==> src/rtl/led_bank_triangle_fader_assert.svh <==
// ----------------------------------------------------------------------------
// LED bank fader assertion macros
// Concurrent assertion wrappers; empty when SYNTHESIS is defined.
// ----------------------------------------------------------------------------
`ifndef LED_BANK_TRIANGLE_FADER_ASSERT_SVH
`define LED_BANK_TRIANGLE_FADER_ASSERT_SVH

`ifndef SYNTHESIS

// property must hold at every clock edge out of reset
`define LBTF_ASSERT(lbl, clk, rst_n, prop, msg) \
  lbl: assert property (@(posedge clk) disable iff (!rst_n) prop) else $error(msg);

// condition must never be seen at a clock edge out of reset
`define LBTF_ASSERT_NEVER(lbl, clk, rst_n, cond, msg) \
  lbl: assert property (@(posedge clk) disable iff (!rst_n) !(cond)) else $error(msg);

`else

`define LBTF_ASSERT(lbl, clk, rst_n, prop, msg)
`define LBTF_ASSERT_NEVER(lbl, clk, rst_n, cond, msg)

`endif

`endif

==> src/rtl/lbtf_pkg.sv <==
// ----------------------------------------------------------------------------
// lbtf_pkg
// Shared types and constants of the LED bank triangle fader.
// ----------------------------------------------------------------------------
`timescale 1ns / 1ps

package lbtf_pkg;

  // default bank size
  localparam int LED_COUNT_DEF = 16;

  // field widths
  localparam int LED_IDX_W = 4;
  localparam int LEVEL_W   = 8;
  localparam int PERIOD_W  = 7;
  localparam int COLOR_W   = 8;

  // fade bounds
  localparam logic [LEVEL_W-1:0] LEVEL_UPPER = 8'd150;
  localparam logic [LEVEL_W-1:0] LEVEL_LOWER = 8'd50;

  // x / 150 == (x * RECIP_M) >> RECIP_SHIFT for every 16-bit x
  localparam int              RECIP_SHIFT = 24;
  localparam logic [16:0]     RECIP_M     = 17'd111849;

  // operation codes
  localparam logic OP_TICK = 1'b0;
  localparam logic OP_LOAD = 1'b1;

  // configuration register indexes
  localparam int              CFG_IDX_W   = 2;
  localparam logic [CFG_IDX_W-1:0] CFG_RED   = 2'd0;
  localparam logic [CFG_IDX_W-1:0] CFG_GREEN = 2'd1;
  localparam logic [CFG_IDX_W-1:0] CFG_BLUE  = 2'd2;

  // reset colors
  localparam logic [COLOR_W-1:0] RED_RST   = 8'd110;
  localparam logic [COLOR_W-1:0] GREEN_RST = 8'd30;
  localparam logic [COLOR_W-1:0] BLUE_RST  = 8'd0;

  // input request
  typedef struct packed {
    logic                 operation;
    logic [LED_IDX_W-1:0] led_index;
    logic [LEVEL_W-1:0]   load_level;
    logic [PERIOD_W-1:0]  load_period;
  } in_item_t;

  // result request
  typedef struct packed {
    logic [LED_IDX_W-1:0] led_number;
    logic [COLOR_W-1:0]   red_out;
    logic [COLOR_W-1:0]   green_out;
    logic [COLOR_W-1:0]   blue_out;
    logic                 last_led;
  } out_item_t;

endpackage

==> src/rtl/lbtf_stream_if.sv <==
// ----------------------------------------------------------------------------
// lbtf_stream_if
// Valid/ready stream channel carrying one request payload.
// ----------------------------------------------------------------------------
`timescale 1ns / 1ps

interface lbtf_stream_if #(
  parameter type payload_t = logic
);
  logic     valid;
  logic     ready;
  payload_t data;

  modport source (output valid, output data, input ready);
  modport sink   (input valid, input data, output ready);
endinterface

==> src/rtl/led_bank_triangle_fader.sv <==
// ----------------------------------------------------------------------------
// led_bank_triangle_fader
// Bank of triangle-wave LED faders sharing one common color.
// Operation: a load request is written while idle. A tick request walks
//   every LED in turn, may stall on output back-pressure and takes no new
//   request until it ends; each LED runs a 7-step remainder loop and three
//   passes over the shared multiplier (product, then reciprocal scale).
// Reset: synchronous; colors return to their defaults and per-entry valid
//   bits clear, so every LED reads as level 0, rising, period 1, wait 0.
// ----------------------------------------------------------------------------
`timescale 1ns / 1ps

`include "led_bank_triangle_fader_assert.svh"

module led_bank_triangle_fader #(
  parameter int LED_COUNT = lbtf_pkg::LED_COUNT_DEF
) (
  input  logic                            clk,
  input  logic                            rst_n,
  lbtf_stream_if.sink                     in_chan,
  lbtf_stream_if.source                   out_chan,
  input  logic                            cfg_we,
  input  logic [lbtf_pkg::CFG_IDX_W-1:0]  cfg_index,
  input  logic [lbtf_pkg::COLOR_W-1:0]    cfg_wdata
);
  import lbtf_pkg::*;

  localparam int IDX_W = (LED_COUNT > 1) ? $clog2(LED_COUNT) : 1;

  // sequencer states
  localparam logic [3:0] S_IDLE  = 4'd0;
  localparam logic [3:0] S_READ  = 4'd1;
  localparam logic [3:0] S_LATCH = 4'd2;
  localparam logic [3:0] S_MOD   = 4'd3;
  localparam logic [3:0] S_UPD   = 4'd4;
  localparam logic [3:0] S_MUL1  = 4'd5;
  localparam logic [3:0] S_MUL2  = 4'd6;
  localparam logic [3:0] S_CH    = 4'd7;
  localparam logic [3:0] S_EMIT  = 4'd8;

  // color channel select
  localparam logic [1:0] CH_RED   = 2'd0;
  localparam logic [1:0] CH_GREEN = 2'd1;
  localparam logic [1:0] CH_BLUE  = 2'd2;

  typedef struct packed {
    logic                falling;
    logic [LEVEL_W-1:0]  level;
    logic [PERIOD_W-1:0] period;
    logic [PERIOD_W-1:0] wait_cnt;
  } entry_t;

  localparam entry_t ENTRY_RST = '{falling: 1'b0, level: '0,
                                   period: 7'd1, wait_cnt: '0};

  logic [3:0]          state_r, state_nxt;
  logic [IDX_W-1:0]    led_r;
  logic [1:0]          ch_r;
  logic [2:0]          bit_cnt_r;

  logic [COLOR_W-1:0]  red_cfg_r, green_cfg_r, blue_cfg_r;

  entry_t              mem [LED_COUNT];
  logic [LED_COUNT-1:0] vld_r;
  entry_t              rd_r;
  logic                rd_vld_r;

  logic                falling_r;
  logic [LEVEL_W-1:0]  level_r;
  logic [PERIOD_W-1:0] period_r;
  logic [PERIOD_W-1:0] wait_r;
  logic [PERIOD_W-1:0] dvd_r;
  logic [PERIOD_W-1:0] rem_r;

  logic [32:0]         prod_r;
  logic [COLOR_W-1:0]  red_r, green_r, blue_r;

  logic                out_valid_r;
  out_item_t           out_data_r;

  logic                in_fire;
  logic                load_ok;
  logic                mem_we;
  logic [IDX_W-1:0]    mem_waddr;
  entry_t              mem_wdata;
  entry_t              cur;
  logic [PERIOD_W:0]   trial;
  logic                upd_fall;
  logic [LEVEL_W-1:0]  upd_level;
  entry_t              upd_entry;
  logic [15:0]         mul_a;
  logic [16:0]         mul_b;
  logic [COLOR_W-1:0]  ch_color;
  logic [8:0]          quot;
  logic [COLOR_W-1:0]  sat;
  logic                is_last;
  logic                emit_go;

  assign in_chan.ready = (state_r == S_IDLE);
  assign in_fire       = in_chan.valid && in_chan.ready;
  assign load_ok       = (32'(in_chan.data.led_index) < LED_COUNT);
  assign is_last       = (32'(led_r) == LED_COUNT - 1);
  assign emit_go       = (state_r == S_EMIT) && (!out_valid_r || out_chan.ready);

  // configuration registers
  always_ff @(posedge clk) begin
    if (!rst_n) begin
      red_cfg_r   <= RED_RST;
      green_cfg_r <= GREEN_RST;
      blue_cfg_r  <= BLUE_RST;
    end else if (cfg_we) begin
      case (cfg_index)
        CFG_RED:   red_cfg_r   <= cfg_wdata;
        CFG_GREEN: green_cfg_r <= cfg_wdata;
        CFG_BLUE:  blue_cfg_r  <= cfg_wdata;
        default: ;
      endcase
    end
  end

  // entry held for this LED, invalid entries read as reset value
  assign cur = rd_vld_r ? rd_r : ENTRY_RST;

  // fade step of the current LED
  always_comb begin
    upd_fall = falling_r;
    if (!falling_r && (level_r >= LEVEL_UPPER)) begin
      upd_fall = 1'b1;
    end else if (falling_r && (level_r <= LEVEL_LOWER)) begin
      upd_fall = 1'b0;
    end
    upd_level = upd_fall ? (level_r - 8'd1) : (level_r + 8'd1);
    upd_entry.period = period_r;
    if (rem_r == '0) begin
      upd_entry.falling  = upd_fall;
      upd_entry.level    = upd_level;
      upd_entry.wait_cnt = 7'd1;
    end else begin
      upd_entry.falling  = falling_r;
      upd_entry.level    = level_r;
      upd_entry.wait_cnt = wait_r + 7'd1;
    end
  end

  // memory write select: load in idle, write-back after update
  always_comb begin
    mem_we    = 1'b0;
    mem_waddr = led_r;
    mem_wdata = upd_entry;
    if (in_fire && (in_chan.data.operation == OP_LOAD) && load_ok) begin
      mem_we    = 1'b1;
      mem_waddr = IDX_W'(in_chan.data.led_index);
      mem_wdata = '{falling: 1'b0, level: in_chan.data.load_level,
                    period: in_chan.data.load_period, wait_cnt: '0};
    end else if (state_r == S_UPD) begin
      mem_we = 1'b1;
    end
  end

  // entry memory, registered read
  always_ff @(posedge clk) begin
    if (mem_we) begin
      mem[mem_waddr] <= mem_wdata;
    end
    rd_r     <= mem[led_r];
    rd_vld_r <= vld_r[led_r];
  end

  always_ff @(posedge clk) begin
    if (!rst_n) begin
      vld_r <= '0;
    end else if (mem_we) begin
      vld_r[mem_waddr] <= 1'b1;
    end
  end

  // remainder step: shift in one dividend bit, conditional subtract
  assign trial = {rem_r, dvd_r[PERIOD_W-1]};

  // shared multiplier operands
  always_comb begin
    case (ch_r)
      CH_RED:   ch_color = red_cfg_r;
      CH_GREEN: ch_color = green_cfg_r;
      CH_BLUE:  ch_color = blue_cfg_r;
      default:  ch_color = '0;
    endcase
    if (state_r == S_MUL2) begin
      mul_a = prod_r[15:0];
      mul_b = RECIP_M;
    end else begin
      mul_a = {8'd0, ch_color};
      mul_b = {9'd0, level_r};
    end
  end

  assign quot = prod_r[RECIP_SHIFT +: 9];
  assign sat  = (quot > 9'd255) ? 8'hFF : quot[7:0];

  // sequencer next state
  always_comb begin
    state_nxt = state_r;
    case (state_r)
      S_IDLE: begin
        if (in_fire && (in_chan.data.operation == OP_TICK)) state_nxt = S_READ;
      end
      S_READ:  state_nxt = S_LATCH;
      S_LATCH: state_nxt = S_MOD;
      S_MOD: begin
        if (bit_cnt_r == 3'd0) state_nxt = S_UPD;
      end
      S_UPD:  state_nxt = S_MUL1;
      S_MUL1: state_nxt = S_MUL2;
      S_MUL2: state_nxt = S_CH;
      S_CH:   state_nxt = (ch_r == CH_BLUE) ? S_EMIT : S_MUL1;
      S_EMIT: begin
        if (emit_go) state_nxt = is_last ? S_IDLE : S_READ;
      end
      default: state_nxt = S_IDLE;
    endcase
  end

  // control registers
  always_ff @(posedge clk) begin
    if (!rst_n) begin
      state_r   <= S_IDLE;
      led_r     <= '0;
      ch_r      <= CH_RED;
      bit_cnt_r <= '0;
    end else begin
      state_r <= state_nxt;
      case (state_r)
        S_IDLE:  led_r     <= '0;
        S_LATCH: bit_cnt_r <= 3'(PERIOD_W - 1);
        S_MOD:   bit_cnt_r <= bit_cnt_r - 3'd1;
        S_UPD:   ch_r      <= CH_RED;
        S_CH:    ch_r      <= ch_r + 2'd1;
        S_EMIT: begin
          if (emit_go && !is_last) led_r <= led_r + IDX_W'(1);
        end
        default: ;
      endcase
    end
  end

  // datapath registers
  always_ff @(posedge clk) begin
    case (state_r)
      S_LATCH: begin
        falling_r <= cur.falling;
        level_r   <= cur.level;
        period_r  <= (cur.period == '0) ? 7'd1 : cur.period;
        wait_r    <= cur.wait_cnt;
        dvd_r     <= cur.wait_cnt;
        rem_r     <= '0;
      end
      S_MOD: begin
        dvd_r <= {dvd_r[PERIOD_W-2:0], 1'b0};
        if (trial >= {1'b0, period_r}) begin
          rem_r <= PERIOD_W'(trial - {1'b0, period_r});
        end else begin
          rem_r <= trial[PERIOD_W-1:0];
        end
      end
      S_UPD: begin
        falling_r <= upd_entry.falling;
        level_r   <= upd_entry.level;
      end
      S_MUL1, S_MUL2: prod_r <= mul_a * mul_b;
      S_CH: begin
        case (ch_r)
          CH_RED:   red_r   <= sat;
          CH_GREEN: green_r <= sat;
          default:  blue_r  <= sat;
        endcase
      end
      default: ;
    endcase
  end

  // output register
  always_ff @(posedge clk) begin
    if (!rst_n) begin
      out_valid_r <= 1'b0;
    end else if (emit_go) begin
      out_valid_r <= 1'b1;
    end else if (out_chan.ready) begin
      out_valid_r <= 1'b0;
    end
  end

  always_ff @(posedge clk) begin
    if (emit_go) begin
      out_data_r.led_number <= LED_IDX_W'(led_r);
      out_data_r.red_out    <= red_r;
      out_data_r.green_out  <= green_r;
      out_data_r.blue_out   <= blue_r;
      out_data_r.last_led   <= is_last;
    end
  end

  assign out_chan.valid = out_valid_r;
  assign out_chan.data  = out_data_r;

  // checks
  `LBTF_ASSERT(a_rem_below_period, clk, rst_n, (state_r == S_UPD) |-> (rem_r < period_r), "remainder not below period")
  `LBTF_ASSERT_NEVER(a_led_in_range, clk, rst_n, (state_r != S_IDLE) && (32'(led_r) >= LED_COUNT), "LED counter out of range")
  `LBTF_ASSERT(a_last_ends_tick, clk, rst_n, (emit_go && is_last) |=> (state_r == S_IDLE) && out_valid_r && out_data_r.last_led, "tick did not end on last LED")
  `LBTF_ASSERT(a_tick_starts_at_zero, clk, rst_n, (state_r == S_IDLE) && (state_nxt == S_READ) |=> (led_r == '0), "tick did not start at LED zero")

endmodule

==> src/flat_wrapper.sv <==
// flat-port wrapper written by rule: the top's interface ports become plain ports
module led_bank_triangle_fader_flat import lbtf_pkg::*;
#(
  parameter int LED_COUNT = lbtf_pkg::LED_COUNT_DEF
)
  (clk, rst_n, cfg_we, cfg_index, cfg_wdata, in_chan_valid, in_chan_data, in_chan_ready, out_chan_valid, out_chan_data, out_chan_ready);
  lbtf_stream_if #(.payload_t(in_item_t)) in_chan_i ();
  lbtf_stream_if #(.payload_t(out_item_t)) out_chan_i ();
  input  logic clk;
  input  logic rst_n;
  input  logic cfg_we;
  input  logic [lbtf_pkg::CFG_IDX_W-1:0] cfg_index;
  input  logic [lbtf_pkg::COLOR_W-1:0] cfg_wdata;
  input wire logic [$bits(in_chan_i.valid)-1:0] in_chan_valid;
  input wire logic [$bits(in_chan_i.data)-1:0] in_chan_data;
  output wire logic [$bits(in_chan_i.ready)-1:0] in_chan_ready;
  output wire logic [$bits(out_chan_i.valid)-1:0] out_chan_valid;
  output wire logic [$bits(out_chan_i.data)-1:0] out_chan_data;
  input wire logic [$bits(out_chan_i.ready)-1:0] out_chan_ready;
  assign in_chan_i.valid = in_chan_valid;
  assign in_chan_i.data = in_chan_data;
  assign in_chan_ready = in_chan_i.ready;
  assign out_chan_valid = out_chan_i.valid;
  assign out_chan_data = out_chan_i.data;
  assign out_chan_i.ready = out_chan_ready;
  led_bank_triangle_fader #(.LED_COUNT(LED_COUNT)) u_core (.clk(clk), .rst_n(rst_n), .in_chan(in_chan_i), .out_chan(out_chan_i), .cfg_we(cfg_we), .cfg_index(cfg_index), .cfg_wdata(cfg_wdata));
endmodule
==> config.mk <==
export PLATFORM = sky130hd
export DESIGN_NAME = led_bank_triangle_fader_flat
export DESIGN_NICKNAME = d
export VERILOG_FILES = /design/src/rtl/lbtf_pkg.sv /design/src/rtl/lbtf_stream_if.sv /design/src/rtl/led_bank_triangle_fader.sv /design/src/flat_wrapper.sv
export VERILOG_INCLUDE_DIRS = /design/src /design/src/rtl
export SDC_FILE = /design/constraint.sdc
export NUM_CORES = 1
export LEC_CHECK = 0
export BUFFER_PORTS_ARGS = -buffer_cell sky130_fd_sc_hd__buf_2
export CAP_MARGIN = 10
export CORE_ASPECT_RATIO = 1.75
export CORE_MARGIN = 5
export CORE_UTILIZATION = 55
export CTS_CLUSTER_DIAMETER = 200
export DETAILED_ROUTE_END_ITERATION = 10
export PLACE_DENSITY = 0.76
export RECOVER_POWER = 25
export SKIP_CTS_REPAIR_TIMING = 1
export SYNTH_ARGS = -nofsm -noshare
export SYNTH_HDL_FRONTEND = slang
export SYNTH_SLANG_ARGS = --single-unit
==> constraint.sdc <==
create_clock -name clk -period 6.3 [get_ports clk]
set_clock_uncertainty 0.1 [all_clocks]
set_input_delay 1.26 -clock clk [delete_from_list [all_inputs] [get_ports clk]]
set_output_delay 1.26 -clock clk [all_outputs]
set_load 0.005 [all_outputs]
==> metrics.md <==
| Metric | Value |
|---|---|
| Post-Synthesis Cells | `1980` |
| Number of max-capacitance violations reported | `6` |
| DP Worst Slack | `-0.392 ns` |
| Routed length per placed instance | `23.3 µm` |
| Detailed-routing wirelength on met1 | `23.3 mm` |
| Initial cell density of the core | `0.553` |
| Number of primary I/O pins | `66` |
| Insertion delay to the later sink of the worst-skew pair | `0.60 ns` |
| Worst supply voltage drop on vdd | `0.504 mV` |
| Kind of capture point of the worst setup path | `flip-flop` |
| H-tree lvl count | `2` |
| Number of vias per cell after detailed routing | `slightly below 6` |
| Root buffer cell | `clkbuf_16` |
| First-iteration detailed-routing DRC count | `1281` |
| Number of placement rows | `111` |
| Setup Crit Path Kind | `reg2reg` |
| CP required | `6.54 ns` |
| Portion of the clock cycle consumed by the worst path in the final layout | `1.05` |
| CTS sink cnt | `561` |
| Worst hold endpoint | `u_core.out_chan.data[24]$_DFFE_PP_` |
| Mean instance size in the synthesized netlist | `14.6 µm²` |
| Worst flop-to-flop path endpoint | `u_core.prod_r[32]$_DFFE_PP_` |
| Core Box Area | `0.0522 mm²` |
| Max Root-Sink Buffers | `3` |
| Achievable Freq | `151 MHz` |
| Final slew viol count | `208` |
| Number of clock buffers inserted by TritonCTS | `47` |
| Total Routed Length | `67.8 mm` |
| Power per unit of standard cell area | `356 mW/mm²` |
| Top-area cell type share of the netlist area | `0.502` |
| Floorplan die width | `~180 µm` |
| Total setup violations reported at the end of the flow | `10` |
| Ranking of synthesized cells by instance count | `edfxtp_1, inv_1, ha_1` |
| Cell type with the highest aggregate area in the netlist | `edfxtp_1` |
| Number of remaining DRC errors | `0` |
| Count of final hold-check violations | `0` |
| DR WL met3 | `3.34 mm` |
| Most used flip-flop cell after synthesis | `edfxtp_1` |
| Layout cells sized above 1 | `0.232` |
| Sequential cell area fraction in the yosys report | `0.557` |
| Layout overhead on the synthesized area | `14.2%` |
| Die area | `0.0573 mm²` |
| Post-route standard cell area excluding fillers | `0.0330 mm²` |
| Placed wire-length estimate after detailed placement | `46.8 mm` |
| Clock tree from TritonCTS | `done` |
| Number of vias in the routed layout | `16853` |
| Post-synthesis register bit count | `561` |
| Slew at the pin closest to its max-slew limit | `3.24 ns` |
| Leakage component of the power | `13.1 nW` |
| Largest cells by area after synthesis | `edfxtp_1, fa_1, mux4_2` |
| Cell area after placement | `0.0309 mm²` |
| Initial DRT Pass Iterations | `8` |
| Max transition margin | `-1.16` |
| Data arrival time of the critical path | `about 6.9 ns` |
| Global route total overflow | `0` |
| Met2 wire length | `38.2 mm` |
| Final WS setup | `-0.338 ns` |
| Hold slack | `0.319 ns` |
| Min-Delay Startpoint | `u_core.red_r[7]$_DFFE_PP_` |
| Worst R2R Start | `u_core.ch_r[1]$_SDFFE_PN0P_` |
| Number of global-route vias before repair | `18196` |
| Number of flops mapped to enable cells by yosys | `483` |
| Total standard cell area after synthesis | `0.0289 mm²` |
| Status | `finished with violations` |
| Number of filler instances in the final layout | `3761` |
| Quantity of I/O buffers inserted on ports | `65` |
| Library cells used by synthesis | `74` |
| Highest routed metal layer | `met4` |
| Critical path peak fanout | `3` |
| Unrepaired setup endpoints after global routing | `yes` |
| Share of flip-flops with an asynchronous set or reset after synthesis | `0` |
| Number of antenna violations at the first check in global routing | `3` |
| Largest net degree at the start of global routing | `69` |
| Total global routing track utilization | `0.238` |
| First-pass GRT wire length | `104 mm` |
| Die Y | `roughly 310 µm` |
| Number of nets in the finished design | `2532` |
| Remaining number of nets flagged by the antenna check after routing | `0` |
| Hold Path Stages | `0` |
| Cell depth of the worst flop-to-flop path | `24` |
| Final weighted congestion of routability-driven global placement | `0.984` |
| Crit path launch type | `flip-flop` |
| Yosys Warn Count | `0` |
| Failing checks | `max-capacitance violations, max-slew violations, negative setup slack` |
| Type of the tightest min-delay check | `reg2reg` |
| Cell with the most instances after synthesis | `edfxtp_1` |
| Register clock-pin slew on the reported worst setup and hold paths | `0.07 ns` |
| Post-layout minimum cycle time | `6.64 ns` |
| FF-to-FF setup slack | `-0.34 ns` |
[flip-flops by register name, indices dropped and copies added (netlist names), 8 cells and up]
signal	cells
u_core.blue_cfg_r	8
u_core.blue_r	8
u_core.green_cfg_r	8
u_core.green_r	8
u_core.level_r	8
u_core.mem	368
u_core.out_chan.data	29
u_core.prod_r	25
u_core.rd_r	23
u_core.red_cfg_r	8
u_core.red_r	8
u_core.vld_r	16
[cell families (layout without fill, tap and decap cells)]
group	Yosys count	count (layout)	share of synthesized area
xor+xnor	37	37	0.0112
buf+inv	348	574	0.0467
fa+ha+maj	307	307	0.171
flops	561	561	0.557
mux	147	147	0.103
other cells	2	27	0.000260
simple gates	387	387	0.0664
compound gates	191	191	0.0446
[stage by stage]
step	TNS [ns]	power [mW]	cells	util
global route	-4.63	12.3	2906	0.631
global placement	-1.58	7.96	2808	0.592
finish	-2.01	11.7	2909	0.631
floorplan	0	6.76	2002	-
detailed placement	-2.59	8.06	2808	0.592
CTS	-2.75	11.1	2895	0.624
[how the worst max path moves through the flow]
| stage | slack, ns | end | start |
|---|---|---|---|
| 2_1_floorplan | 0.005 | u_core.prod_r[31]$_DFFE_PP_ | u_core.state_r[3]$_SDFFE_PN0P_ |
| 3_3_place_gp | -0.24 | u_core.prod_r[30]$_DFFE_PP_ | u_core.ch_r[0]$_SDFFE_PN0P_ |
| 3_5_place_dp | -0.39 | u_core.prod_r[30]$_DFFE_PP_ | u_core.ch_r[0]$_SDFFE_PN0P_ |
| 4_1_cts | -0.40 | u_core.prod_r[30]$_DFFE_PP_ | u_core.ch_r[0]$_SDFFE_PN0P_ |
| 5_1_grt | -0.60 | u_core.prod_r[32]$_DFFE_PP_ | u_core.ch_r[1]$_SDFFE_PN0P_ |
| 6_report | -0.34 | u_core.prod_r[32]$_DFFE_PP_ | u_core.ch_r[1]$_SDFFE_PN0P_ |
[critical path, cell delays in order, from the launching register on]
cell	delay, ns
dfxtp_4	0.36
buf_6	0.12
ha_4	0.15
a222oi_1	0.47
nor2_4	0.13
nor2_4	0.12
nor2_2	0.04
fa_1	0.49
inv_2	0.04
fa_1	0.48
inv_2	0.04
fa_1	0.52
inv_1	0.05
fa_1	0.56
fa_1	0.46
fa_1	0.55
inv_2	0.05
ha_4	0.27
inv_1	0.05
o21bai_1	0.17
a21oi_2	0.11
a2111o_1	0.47
o211ai_1	0.30
o21ai_1	0.13
xnor2_1	0.14
[cell type report]
cell class	instances	area, µm²	share of cell area
Antenna cell	3	7.51	0.000228
Clock buffer	55	1240	0.0375
Clock inverter	32	425	0.0129
Inverter	282	1060	0.0323
Multi-Input combinational cell	1093	11900	0.362
Sequential cell	561	16100	0.487
Tap cell	678	848	0.0257
Timing Repair Buffer	205	1380	0.0418
[power breakdown]
part           switching [mW]  internal (mW)
sequential             0.0696           4.37
combinational            2.28           1.91
clock                    1.36           1.73
total                    3.71           8.02
[placed cells by master, fill, tap and decap left out, drive strengths merged, types with 10 or more instances in the layout]
cell    count
nor2      123
clkinv     14
nor2b      22
and3       10
o21a       24
nand3      32
or2        11
fa        145
edfxtp    483
and2       53
dfxtp      78
a21oi      51
nor3       19
a21o       16
inv       287
mux4      120
nand2      82
xnor2      29
ha        162
buf       188
o22ai      13
a31oi      11
o21ai      33
clkbuf     72
conb       24
mux2i      19
[layer usage]
| layer | GRT usage | up-vias |
|---|---|---|
| li1 | - | 7476 |
| met3 | 0.0272 | 165 |
| met2 | 0.449 | 630 |
| met1 | 0.268 | 8582 |
| met5 | 0 | - |
| met4 | 0.103 | 0 |
Note: power is estimated with default switching activity, not from simulation.
